`src/hdl/suba_pkg.sv`:
```
// Package for the slot usage bitmap allocator: sizes, kind codes, controller types.
// No dependencies; used by the top level, the controller and the datapath.
`default_nettype none
package suba_pkg;
  localparam int MaxSlots  = 1024;
  localparam int WordBits  = 32;
  localparam int NumWords  = MaxSlots / WordBits;
  localparam int IdxW      = $clog2(MaxSlots);
  localparam int SizeW     = IdxW + 1;
  localparam int WordIdxW  = $clog2(NumWords);
  localparam int BitIdxW   = $clog2(WordBits);

  typedef enum logic [2:0] {
    KIND_START   = 3'd0,
    KIND_MARK    = 3'd1,
    KIND_ALLOC   = 3'd2,
    KIND_QUERY   = 3'd3,
    KIND_COMPACT = 3'd4
  } kind_e;

  // Controller to datapath
  typedef struct packed {
    logic load;       // capture input beat
    logic clr_start;  // begin clear sweep
    logic scan_start; // begin word scan
    logic apply;      // perform the kind's update
    logic last_start; // begin last-used scan
  } cmd_t;

  // Datapath to controller
  typedef struct packed {
    logic clr_done;
    logic scan_done;
    logic apply_done;
    logic last_done;
  } sts_t;
endpackage
`default_nettype wire

```
`src/hdl/slot_usage_bitmap_allocator_unit.sv`:
```
// Slot usage bitmap allocator: a 1024-slot used/free bitmap with allocate and
// compact. Channels: s_axis (kind, slot_index, slot_count) in, m_axis result out.
// One beat in, one beat out. Work per beat runs over the 32-word bitmap memory:
//   start:  clear sweep of every word, then a last-used scan.
//   others: scan of every word, the kind's update, then a last-used scan.
// The bitmap memory is read one word per cycle.
// Only one beat is in work at a time; s_axis_tready is high while idle.
// The result is held on m_axis until taken; stalls only delay the next beat.
// Reset empties the table (size 0); a flag per memory word marks it written,
// so words untouched since reset read as zero and no clearing pass runs.
// Depends on suba_pkg, suba_ctrl and suba_dp.
`default_nettype none
module slot_usage_bitmap_allocator_unit (
  input  wire logic        clk_i,
  input  wire logic        rst_ni,
  input  wire logic        s_axis_tvalid,
  output logic             s_axis_tready,
  input  wire logic [23:0] s_axis_tdata,  // kind[2:0], slot_index[12:3], slot_count[22:13]
  output logic             m_axis_tvalid,
  input  wire logic        m_axis_tready,
  output logic [47:0]      m_axis_tdata   // ok[0], slot_a[10:1], slot_b[20:11],
                                          // slot_used[21], table_size[32:22], last_used[42:33]
);
  suba_pkg::cmd_t cmd;
  suba_pkg::sts_t sts;
  logic                            ok, su;
  logic [suba_pkg::IdxW-1:0]       a, b, lu;
  logic [suba_pkg::SizeW-1:0]      sz;

  suba_ctrl u_ctrl (
    .clk_i, .rst_ni,
    .in_valid_i (s_axis_tvalid), .in_ready_o (s_axis_tready),
    .out_valid_o(m_axis_tvalid), .out_ready_i(m_axis_tready),
    .kind_i     (s_axis_tdata[2:0]),
    .cmd_o      (cmd), .sts_i(sts)
  );

  suba_dp u_dp (
    .clk_i, .rst_ni,
    .kind_i       (s_axis_tdata[2:0]),
    .slot_index_i (s_axis_tdata[12:3]),
    .slot_count_i (s_axis_tdata[22:13]),
    .cmd_i        (cmd), .sts_o(sts),
    .ok_o(ok), .slot_a_o(a), .slot_b_o(b), .slot_used_o(su),
    .table_size_o(sz), .last_used_o(lu)
  );

  assign m_axis_tdata = {5'd0, lu, sz, su, b, a, ok};
endmodule
`default_nettype wire

```
`src/hdl/suba_ctrl.sv`:
```
// Controller for the slot usage bitmap allocator: sequences each beat's work.
// Depends on suba_pkg.
`default_nettype none
module suba_ctrl (
  input  wire logic             clk_i,
  input  wire logic             rst_ni,
  input  wire logic             in_valid_i,
  output logic                  in_ready_o,
  output logic                  out_valid_o,
  input  wire logic             out_ready_i,
  input  wire logic [2:0]       kind_i,
  output suba_pkg::cmd_t        cmd_o,
  input  wire suba_pkg::sts_t   sts_i
);
  typedef enum logic [6:0] {
    ST_IDLE  = 7'b0000001,
    ST_CLR   = 7'b0000010,
    ST_SCAN  = 7'b0000100,
    ST_APPLY = 7'b0001000,
    ST_LAST  = 7'b0010000,
    ST_OUT   = 7'b0100000,
    ST_WAIT  = 7'b1000000
  } state_e;

  state_e state_q, state_d;

  always_comb begin
    state_d = state_q;
    cmd_o   = '0;
    case (state_q)
      ST_IDLE: begin
        if (in_valid_i) begin
          cmd_o.load = 1'b1;
          if (kind_i == suba_pkg::KIND_START) begin
            cmd_o.clr_start = 1'b1;
            state_d = ST_CLR;
          end else begin
            cmd_o.scan_start = 1'b1;
            state_d = ST_SCAN;
          end
        end
      end
      ST_CLR: if (sts_i.clr_done) begin
        cmd_o.last_start = 1'b1;
        state_d = ST_LAST;
      end
      ST_SCAN: if (sts_i.scan_done) begin
        cmd_o.apply = 1'b1;
        state_d = ST_APPLY;
      end
      ST_APPLY: begin
        // drop apply once the update has finished
        if (sts_i.apply_done) begin
          cmd_o.last_start = 1'b1;
          state_d = ST_LAST;
        end else begin
          cmd_o.apply = 1'b1;
        end
      end
      ST_LAST: if (sts_i.last_done) state_d = ST_OUT;
      ST_OUT: state_d = out_ready_i ? ST_IDLE : ST_WAIT;
      ST_WAIT: if (out_ready_i) state_d = ST_IDLE;
      default: state_d = ST_IDLE;
    endcase
  end

  assign in_ready_o  = (state_q == ST_IDLE);
  assign out_valid_o = (state_q == ST_OUT) || (state_q == ST_WAIT);

  always_ff @(posedge clk_i or negedge rst_ni) begin
    if (!rst_ni) state_q <= ST_IDLE;
    else         state_q <= state_d;
  end
endmodule
`default_nettype wire

```
`src/hdl/suba_dp.sv`:
```
// Datapath for the slot usage bitmap allocator: bitmap memory, word scans, result.
// Depends on suba_pkg.
`default_nettype none
module suba_dp (
  input  wire logic                          clk_i,
  input  wire logic                          rst_ni,
  input  wire logic [2:0]                    kind_i,
  input  wire logic [suba_pkg::IdxW-1:0]     slot_index_i,
  input  wire logic [suba_pkg::IdxW-1:0]     slot_count_i,
  input  wire suba_pkg::cmd_t                cmd_i,
  output suba_pkg::sts_t                     sts_o,
  output logic                               ok_o,
  output logic [suba_pkg::IdxW-1:0]          slot_a_o,
  output logic [suba_pkg::IdxW-1:0]          slot_b_o,
  output logic                               slot_used_o,
  output logic [suba_pkg::SizeW-1:0]         table_size_o,
  output logic [suba_pkg::IdxW-1:0]          last_used_o
);
  localparam int W  = suba_pkg::WordBits;
  localparam int IW = suba_pkg::IdxW;
  localparam int SW = suba_pkg::SizeW;
  localparam int WI = suba_pkg::WordIdxW;
  localparam int BI = suba_pkg::BitIdxW;
  localparam int NW = suba_pkg::NumWords;
  localparam logic [SW-1:0] MaxSize = SW'(suba_pkg::MaxSlots);

  // Bitmap memory, one word per row; one write and one read port, registered read
  logic [W-1:0]  mem [NW];
  logic          we;
  logic [WI-1:0] waddr, raddr;
  logic [W-1:0]  wdata, rdata_q;
  logic [NW-1:0] wvld_q;         // word written since reset
  logic          vld_q;          // rdata_q comes from a written word

  always_ff @(posedge clk_i) begin
    if (we) mem[waddr] <= wdata;
    rdata_q <= mem[raddr];
    vld_q   <= wvld_q[raddr];
  end

  // Captured beat and scan state
  logic [2:0]    kind_q;
  logic [IW-1:0] idx_q, cnt_q;
  logic [SW-1:0] size_q;
  logic          clr_q;          // clear sweep running
  logic [WI:0]   clr_ptr_q;
  logic          scan_q, last_q;
  logic [WI:0]   ptr_q;          // address issued
  logic          pend_q;         // read data valid for rd_w_q
  logic [WI-1:0] rd_w_q;
  logic          ff_hit_q, hu_hit_q, lu_hit_q;
  logic [IW-1:0] ff_q, hu_q, lu_q;
  logic [1:0]    ap_q;           // apply step
  logic          ok_q, su_q;
  logic [IW-1:0] a_q, b_q;

  // Mask of bits of word w inside size, leaving out slot 0 when lo1 is set
  function automatic logic [W-1:0] range_mask(input logic [WI-1:0] w,
                                              input logic [SW-1:0] sz,
                                              input logic lo1);
    logic [W-1:0]  m;
    logic [SW-1:0] base;
    base = SW'(w) << BI;
    for (int k = 0; k < W; k++)
      m[k] = ((base + SW'(k)) < sz) && !(lo1 && w == '0 && k == 0);
    return m;
  endfunction

  function automatic logic [BI-1:0] lowest(input logic [W-1:0] v);
    logic [BI-1:0] r;
    r = '0;
    for (int k = W - 1; k >= 0; k--) if (v[k]) r = BI'(k);
    return r;
  endfunction

  function automatic logic [BI-1:0] highest(input logic [W-1:0] v);
    logic [BI-1:0] r;
    r = '0;
    for (int k = 0; k < W; k++) if (v[k]) r = BI'(k);
    return r;
  endfunction

  logic [W-1:0] word_r, used_m, used1_m, free_m;
  assign word_r  = vld_q ? rdata_q : '0;
  assign used_m  = word_r & range_mask(rd_w_q, size_q, 1'b0);
  assign used1_m = word_r & range_mask(rd_w_q, size_q, 1'b1);
  assign free_m  = ~word_r & range_mask(rd_w_q, size_q, 1'b1);

  logic [IW-1:0] tgt;            // slot touched by a single-bit update
  logic [WI-1:0] tw;
  logic          sbit;
  logic          do_write;

  always_comb begin
    we = 1'b0; waddr = '0; wdata = rdata_q; raddr = ptr_q[WI-1:0];
    tgt = idx_q; sbit = 1'b1; do_write = 1'b0;
    if (clr_q) begin
      we = 1'b1; waddr = clr_ptr_q[WI-1:0]; wdata = '0;
    end
    case (kind_q)
      suba_pkg::KIND_MARK: begin
        tgt = idx_q; do_write = SW'(idx_q) < size_q;
      end
      suba_pkg::KIND_ALLOC: begin
        tgt = ff_hit_q ? ff_q : size_q[IW-1:0];
        do_write = ff_hit_q || size_q < MaxSize;
      end
      suba_pkg::KIND_COMPACT: begin
        do_write = hu_hit_q && ff_hit_q && ff_q < hu_q;
        tgt  = (ap_q >= 2'd2) ? ff_q : hu_q;
        sbit = (ap_q >= 2'd2);
      end
      default: ;
    endcase
    tw = tgt[IW-1:BI];
    // fetch the target word in the cycle before its write
    if ((ap_q != 2'd0 || cmd_i.apply) && !clr_q) raddr = tw;
    if ((ap_q == 2'd1 || ap_q == 2'd3) && do_write) begin
      we = 1'b1; waddr = tw;
      wdata = word_r;
      wdata[tgt[BI-1:0]] = sbit;
    end
  end

  always_ff @(posedge clk_i or negedge rst_ni) begin
    if (!rst_ni) begin
      size_q <= '0; clr_q <= 1'b0; clr_ptr_q <= '0; scan_q <= 1'b0;
      last_q <= 1'b0; ptr_q <= '0; pend_q <= 1'b0; ap_q <= '0;
      wvld_q <= '0; sts_o <= '0;
    end else begin
      sts_o <= '0;
      if (we) wvld_q[waddr] <= 1'b1;
      if (cmd_i.clr_start) begin
        clr_q <= 1'b1; clr_ptr_q <= '0;
      end else if (clr_q) begin
        clr_ptr_q <= clr_ptr_q + 1'b1;
        if (clr_ptr_q[WI-1:0] == WI'(NW - 1)) begin
          clr_q <= 1'b0; sts_o.clr_done <= 1'b1;
          if (SW'(cnt_q) + 1'b1 > MaxSize) size_q <= MaxSize;
          else size_q <= SW'(cnt_q) + 1'b1;
        end
      end
      if (cmd_i.scan_start || cmd_i.last_start) begin
        scan_q <= cmd_i.scan_start; last_q <= cmd_i.last_start;
        ptr_q <= '0; pend_q <= 1'b0;
      end else if (scan_q || last_q) begin
        if (ptr_q != (WI + 1)'(NW)) ptr_q <= ptr_q + 1'b1;
        pend_q <= ptr_q != (WI + 1)'(NW);
        if (pend_q && rd_w_q == WI'(NW - 1)) begin
          scan_q <= 1'b0; last_q <= 1'b0;
          sts_o.scan_done <= scan_q; sts_o.last_done <= last_q;
        end
      end
      if (cmd_i.apply) begin
        ap_q <= ap_q + 1'b1;
        if ((ap_q == 2'd1 && kind_q != suba_pkg::KIND_COMPACT) || ap_q == 2'd3) begin
          ap_q <= '0; sts_o.apply_done <= 1'b1;
          if (kind_q == suba_pkg::KIND_ALLOC && !ff_hit_q && size_q < MaxSize)
            size_q <= size_q + 1'b1;
        end
      end
    end
  end

  always_ff @(posedge clk_i) begin
    rd_w_q <= raddr;
    if (cmd_i.load) begin
      kind_q <= kind_i; idx_q <= slot_index_i; cnt_q <= slot_count_i;
      ok_q <= 1'b0; su_q <= 1'b0; a_q <= '0; b_q <= '0;
    end
    if (cmd_i.scan_start) begin
      ff_hit_q <= 1'b0; hu_hit_q <= 1'b0;
    end
    if (cmd_i.last_start) lu_hit_q <= 1'b0;
    if (scan_q && pend_q) begin
      if (!ff_hit_q && free_m != '0) begin
        ff_hit_q <= 1'b1; ff_q <= {rd_w_q, lowest(free_m)};
      end
      if (used1_m != '0) begin
        hu_hit_q <= 1'b1; hu_q <= {rd_w_q, highest(used1_m)};
      end
      if (kind_q == suba_pkg::KIND_QUERY && rd_w_q == idx_q[IW-1:BI])
        su_q <= used_m[idx_q[BI-1:0]];
    end
    if (last_q && pend_q && used_m != '0) begin
      lu_hit_q <= 1'b1; lu_q <= {rd_w_q, highest(used_m)};
    end
    if (cmd_i.clr_start && cmd_i.load) ok_q <= SW'(slot_count_i) + 1'b1 <= MaxSize;
    if (cmd_i.apply && ap_q == 2'd1) begin
      ok_q <= do_write;
      if (do_write && kind_q != suba_pkg::KIND_MARK) begin
        a_q <= (kind_q == suba_pkg::KIND_COMPACT) ? ff_q : tgt;
        if (kind_q == suba_pkg::KIND_COMPACT) b_q <= hu_q;
      end
    end
  end

  assign ok_o         = ok_q;
  assign slot_a_o     = a_q;
  assign slot_b_o     = b_q;
  assign slot_used_o  = su_q;
  assign table_size_o = size_q;
  assign last_used_o  = lu_hit_q ? lu_q : '0;
endmodule
`default_nettype wire

```
`config.mk`:
```
export PLATFORM = sky130hd
export DESIGN_NAME = slot_usage_bitmap_allocator_unit
export DESIGN_NICKNAME = d
export VERILOG_FILES = /design/src/hdl/suba_pkg.sv /design/src/hdl/slot_usage_bitmap_allocator_unit.sv /design/src/hdl/suba_ctrl.sv /design/src/hdl/suba_dp.sv
export SDC_FILE = /design/constraint.sdc
export NUM_CORES = 2
export LEC_CHECK = 0
export ABC_AREA = 1
export BUFFER_PORTS_ARGS = -buffer_cell sky130_fd_sc_hd__buf_4
export CAP_MARGIN = 20
export CORE_ASPECT_RATIO = 1.75
export CORE_MARGIN = 1.5
export CORE_UTILIZATION = 40
export CTS_CLUSTER_DIAMETER = 40
export DETAILED_ROUTE_END_ITERATION = 8
export SYNTH_ARGS = -nofsm -noshare
export SYNTH_HDL_FRONTEND = slang
export SYNTH_SLANG_ARGS = --single-unit
```
`constraint.sdc`:
```
create_clock -name clk_i -period 4.3 [get_ports clk_i]
set_input_delay 0.86 -clock clk_i [delete_from_list [all_inputs] [get_ports clk_i]]
set_output_delay 0.86 -clock clk_i [all_outputs]
set_load 0.005 [all_outputs]
```
# After elaboration in Yosys (flattened, before gate mapping)

Memory sizes are Yosys's and may differ from the RTL's. A register that Yosys moved wholly into a read port is not among the register bits.
Index checks and enable logic that the tools add are counted.

Flip-flop bits (word level): 156
Logic and storage cells: 401
Memories: 1
Bits in writable memories: 1024

Memories:

| name     | depth | width | read ports | clocked after Yosys merged registers in | wr ports | line          | source |
|---|---|---|---|---|---|---|---|
| u_dp.mem | 32    | 32    | 1          | 1                                       | 1        | suba_dp.sv:28 | `logic [W-1:0] mem [NW];` |

Mux-type cells: 188
Bitwise gates (word level): 5
Order comparisons: 44
Eq/ne operators: 25
Add/subtract/negate cells: 37
Reductions and logical operators: 57

Operators with widths:

| operator                                                    | number |
|---|---|
| less-than comparator 11 bit                                 | 31 |
| adder 10 x 5 -> 11 bit (second input constant)              | 16 |
| two-way mux 4 bit                                           | 40 |
| two-way mux 10 bit                                          | 11 |
| AND 32 bit                                                  | 3 |
| two-way mux 32 bit                                          | 3 |
| nonzero test 32 bit                                         | 3 |
| two-way mux 5 bit                                           | 19 |
| adder 10 x 4 -> 11 bit (second input constant)              | 8 |
| two-way mux 11 bit                                          | 7 |
| two-way mux 3 bit                                           | 23 |
| two-way mux 1 bit                                           | 52 |
| two-way mux 7 bit                                           | 7 |
| case mux 7 bit (7 select lines)                             | 1 |
| OR reduction 16 bit                                         | 3 |
| adder 10 x 3 -> 11 bit (second input constant)              | 4 |
| adder 10 x 1 -> 11 bit (second input constant)              | 3 |
| bitwise mux 32 bit                                          | 1 |
| NOT 32 bit                                                  | 1 |
| bitwise OR 32 bit                                           | 1 |
| two-way mux 6 bit                                           | 5 |
| less-than comparator 5 x 6 -> 1 bit (second input constant) | 4 |
| OR reduction 8 bit                                          | 3 |
| adder 10 x 2 -> 11 bit (second input constant)              | 2 |
| other kinds (46)                                            | 105 |

# Longest topological paths before layout

Depth after elaboration: 35
Depth in mapped cells: 38

# By module

Synthesis repeated with hierarchy kept, for this count alone.

Cells, all modules: 4318
Area, all modules: 50833.8 µm²

By module, submodules not included:

| module                           | instances | area each (µm²) | cells each |
|---|---|---|---|
| suba_dp                          | 1         | 50186.9         | 4223 |
| suba_ctrl                        | 1         | 590.6           | 87 |
| slot_usage_bitmap_allocator_unit | 1         | 56.3            | 8 |

# Worst setup path before layout

OpenSTA, ideal clock, no wires.

Path kind: register -> register
From: register u_dp.size_q[2] (netlist: u_dp.table_size_o[2])
To: memory u_dp.mem[28][0] (netlist bit) (enable)
Stages on the path, launching flop included: 21
Slack: -246 ps
Path buffers: 1
Data arrival time: 4124 ps
Period minus slack after synthesis: 4546 ps
Cells stage by stage: dfrtp_1 -> buf_2 -> clkinv_1 -> ha_1 -> a21oi_1 -> nand2_1 -> a21oi_1 -> o21bai_1 -> a21oi_1 -> o21bai_1 -> a21oi_1 -> o21bai_1 -> a21oi_1 -> o2111ai_1 -> nand2_1 -> nand2_4 -> o21ai_0 -> inv_1 -> nor2_1 -> nand2_1 -> nor2_1

Word-level cells in the longest chain between the ends: 7
Elaborated cells between the ends (all ways): 9
Those cells by class: 2 x order compare; 5 x mux; 2 x reduce/logical

RTL lines:

| element                                 | line           | source |
|---|---|---|
| from (decl)                             | suba_dp.sv:44  | `logic [SW-1:0] size_q;` |
| from (signal assigned)                  | suba_dp.sv:139 | `if (SW'(cnt_q) + 1'b1 > MaxSize) size_q <= MaxSize;` |
| from (signal assigned)                  | suba_dp.sv:140 | `else size_q <= SW'(cnt_q) + 1'b1;` |
| from (signal assigned)                  | suba_dp.sv:159 | `size_q <= size_q + 1'b1;` |
| less-than comparator 11 bit             | suba_dp.sv:106 | `do_write = ff_hit_q \|\| size_q < MaxSize;` |
| logical OR 1 bit                        | suba_dp.sv:106 |  |
| case mux 1 bit (3 select lines) (*)     | suba_dp.sv:100 | `case (kind_q)` |
| logical AND 1 bit (*)                   | suba_dp.sv:118 | `if ((ap_q == 2'd1 \|\| ap_q == 2'd3) && do_write) begin` |
| two-way mux 1 bit                       | suba_dp.sv:118 |  |
| two-way mux 1 bit                       | suba_dp.sv:36  | `if (we) mem[waddr] <= wdata;` |
| two-way mux 1 bit (not written as such) | suba_dp.sv:36  |  |
| to (decl)                               | suba_dp.sv:28  |  |

Mark *: on every way between the ends. The rest lies on a longest branch, timed or not.

# Worst setup path in the final report

From: register u_dp.size_q[2] (netlist: u_dp.table_size_o[2])
To: memory u_dp.mem[4][3] (netlist bit) (enable)

The elaborated chain is that of the path after synthesis.

==> summary.md <==
| Metric | Value |
|---|---|
| Final hold slack | 0.124 ns |
| Netlist cell types | 63 |
| Area share of the largest cell type after synthesis | 63.8% |
| P&R area growth vs syn | 18.0% |
| Top_reg_cell synth | edfxtp_1 |
| Starting Density | 40.4% |
| Async SR Flop Fraction | 5.86% |
| Synth area leaders | edfxtp_1 (64%), o21ai_0 (6.2%), nor2_1 (5.1%), o221ai_1 (3.8%), dfrtp_1 (3.5%) |
| Synthesized instance count | 4288 |
| Antenna viol nets, final | 0 |
| Vias in the first global route | 36.0k |
| Share of cells above drive strength 1 | 13.5% |
| Post-synth EDFFs | 1078 |
| Hold Buf Count CTS | 0 |
| Clock root buffer | clkbuf_16 |
| Wire length per cell | 26.1 µm |
| Skew final | 0.0406 ns |
| Buffers on Ports | 71 |
| Initial antenna violation count | 2 |
| DRT Wirelength | 162 mm |
| Die Y-Extent | 474 µm |
| TritonCTS clock tree | built |
| Clk buf depth | 3 |
| Final core occ | 47.6% |
| Power density cells | 715 nW/µm² |
| DRC | 0 |
| Die Span X | 272 µm |
| PnR worst setup slack | 0.219 ns |
| Grt ovf | 0 |
| Outcome | finished, final reports clean |
| Crit path DAT | 4.51 ns |
| Yosys top cell by area | edfxtp_1 |
| Area of the mapped netlist | 50700 µm² |
| Min cycle time layout | 4.08 ns |
| Ports | 78 |
| Hold Path Class | input pin to asynchronous set/reset pin |
| Drt first pass iters | 9 |
| Pins Over Slew Limit | 0 |
| Reg2reg path depth | 21 |
| Slew Limit Headroom | 35.5% |
| Synthesis-stage register bit count | 1211 |
| GRT Overall Usage | 24.6% |
| Full die area | 129000 µm² |
| Maxcap violations | 0 |
| TritonCTS Buffers | 109 |
| Mean post-synth cell area | 11.8 µm² |
| Clk slew on worst S/H paths | 0.07 ns |
| Largest net degree at the start of global routing | 90 |
| CP max FO | 12 |
| H-tree Lvls | 3 |
| FF-to-FF setup slack | 0.22 ns |
| Worst Path Required | 4.73 ns |
| Nets | 4531 |
| Period Utilization, post-route | 94.9% |
| Dpl hpwl | 102 mm |
| Crit path kind | flip-flop to flip-flop |
| Sink Count | 1211 |
| Vias per Instance | 5.79 |
| Pwr Total | 42.8 mW |
| Max Clock Freq | 0.245 GHz |
| CP Launch Type | flip-flop |
| Leakage | 21.0 nW |
| Global-route wire length before repair | 233 mm |
| RSZ-0062 raised after global routing | yes |
| FF-to-FF End | u_dp.mem[4][3] |
| Yosys warns | 0 |
| Least-Margin Pin Slew | 0.964 ns |
| Pre-CTS WS | -0.257 ns |
| Routed via count | 36.0k |
| Crit end category | flip-flop |
| Fin. Hold Viols | 0 |
| Crit Reg-Reg Startpoint | u_dp.table_size_o[2] |
| Final setup fails | 0 |
| Placeable Area | 126000 µm² |
| Clk Latency, worst-skew pair | 0.76 ns |
| Sequential share of the synthesized area | 69.8% |
| GP Congestion | 1.02 |
| Starting DRT DRC Count | 3292 |
| Max VDD drop | 402 µV |
| Num rows | 172 |
-- power breakdown --
group	leakage, nW	switching (mW)	internal (mW)	total [mW]
clock network	1.83	4.54	5.68	10.2
logic	7.92	11.0	4.79	15.8
registers	11.3	0.881	15.9	16.8
total	21.0	16.4	26.4	42.8
-- synthesized netlist by cell type (4+ instances only) --
master and instances:
edfxtp_1 1078, nor2_1 690, o21ai_0 633, nand2_1 436, o221ai_1 221, clkbuf_1 190
inv_1 190, nand3_1 146, a31oi_1 81, dfrtp_1 70, buf_2 62, dfxtp_1 62
a21oi_1 60, o22ai_1 57, o211ai_1 56, ha_1 34, or2_1 30, o21ai_1 26
nor3_1 21, inv_2 14, xor2_1 13, buf_4 9, mux2i_1 9, nand2_2 8
nand4_1 8, buf_1 7, o21bai_1 7, or2_2 6, clkinv_1 5, o21ai_2 5
a211oi_1 4, o31ai_1 4
-- layout make-up --
type / instances / area [µm²]
antenna: 1 / 2.50
clock buffer: 139 / 2930
clock inverter: 65 / 832
fill: 11100 / 65800
inverter: 209 / 806
multi-input combinational: 2603 / 13800
sequential: 1211 / 35400
tap: 1653 / 2070
timing repair buffer: 335 / 4020
-- registers in the layout (all words and copies together), names as in the netlist, 3 cells and up --
register	count
u_dp.slot_b_o	10
u_dp.sts_o	4
u_dp.rdata_q	32
u_dp.mem	1024
u_dp.wvld_q	32
u_dp.cnt_q	10
u_dp.ff_q	10
u_dp.idx_q	10
u_dp.rd_w_q	5
u_dp.table_size_o	11
u_dp.slot_a_o	10
u_dp.clr_ptr_q	5
u_dp.hu_q	10
u_dp.ptr_q	6
u_dp.lu_q	10
u_ctrl.state_q	7
u_dp.kind_q	3
-- metrics by stage --
stage          setup TNS [ns]  instance area [µm²]  cells
2_1_floorplan         -158.69                50800   4292
3_3_place_gp          -118.61                55700   5995
3_5_place_dp           -72.99                55700   5995
4_1_cts                     0                59500   6201
5_1_grt                -11.72                59900   6216
6_report                    0                59900   6216
-- layout by cell type (no fill, tap or decap), drive strengths merged, types with 25 or more instances in the layout --
cell and instances:
dfxtp 62, o21ai 665, nor2 691, edfxtp 1078, o22ai 57, nor3 25
clkbuf 144, nand2 446, o211ai 56, inv 212, dfrtp 70, nand3 147
buf 330, o221ai 221, a21oi 62, clkinv 43, a31oi 82, or2 36
ha 34
-- cell families after synthesis --
group | share of synthesized area, %
other | 0.00739
XOR/XNOR | 0.276
AND/OR/NAND/NOR | 11.0
multiplexers | 0.178
flip-flops | 69.8
adder cells (fa/ha/maj) | 0.839
AO/OA/AOI/OAI | 14.2
buffers and inverters | 3.76
-- layer usage --
metal / vias up / share of wire, % / GRT usage [%] / routed length, µm
li1: 16100 / - / - / -
met1: 17900 / 35 / 26.5 / 56100
met2: 1522 / 53 / 45.3 / 86100
met3: 451 / 5.7 / 3.14 / 9320
met5: - / 0.0086 / 0 / 14
met4: 2 / 6.6 / 15.4 / 10700
-- critical path: stages, from the launching register on --
cell and delay (ns):
dfrtp_1 0.35, clkinv_1 0.09, ha_1 0.31, a21oi_1 0.15, nand2_1 0.11, a21oi_2 0.13
o21bai_1 0.07, buf_4 0.16, a21oi_1 0.13, o21bai_1 0.11, a21oi_1 0.15, o21bai_1 0.10
a21oi_2 0.15, o2111ai_1 0.12, nand2_1 0.14, nand2_4 0.10, buf_4 0.16, buf_4 0.16
o21ai_4 0.27, nand2_1 0.30, nor2_4 0.28, buf_12 0.21
-- worst max path at each step --
| stage | to | slack (ns) | startpoint | depth (start not counted) |
|---|---|---|---|---|
| 2_1_floorplan | u_dp.mem[28][0] | -0.25 | u_dp.table_size_o[2] | 20 |
| 3_3_place_gp | u_dp.mem[14][9] | -0.32 | u_dp.table_size_o[2] | 22 |
| 3_5_place_dp | u_dp.mem[14][9] | -0.26 | u_dp.table_size_o[2] | 22 |
| 4_1_cts | u_dp.mem[8][17] | 0.007 | u_dp.table_size_o[2] | 23 |
| 5_1_grt | u_dp.mem[21][26] | -0.07 | u_dp.table_size_o[2] | 21 |
| 6_report | u_dp.mem[4][3] | 0.22 | u_dp.table_size_o[2] | 21 |
-- repair_timing --
item                       CTS  global route
buffers inserted             2             7
resized for setup            3            21
gates cloned                 0             6
pin swaps                    1             8
setup endpoints to repair  790          1108
(Power assumes the default switching activity.)
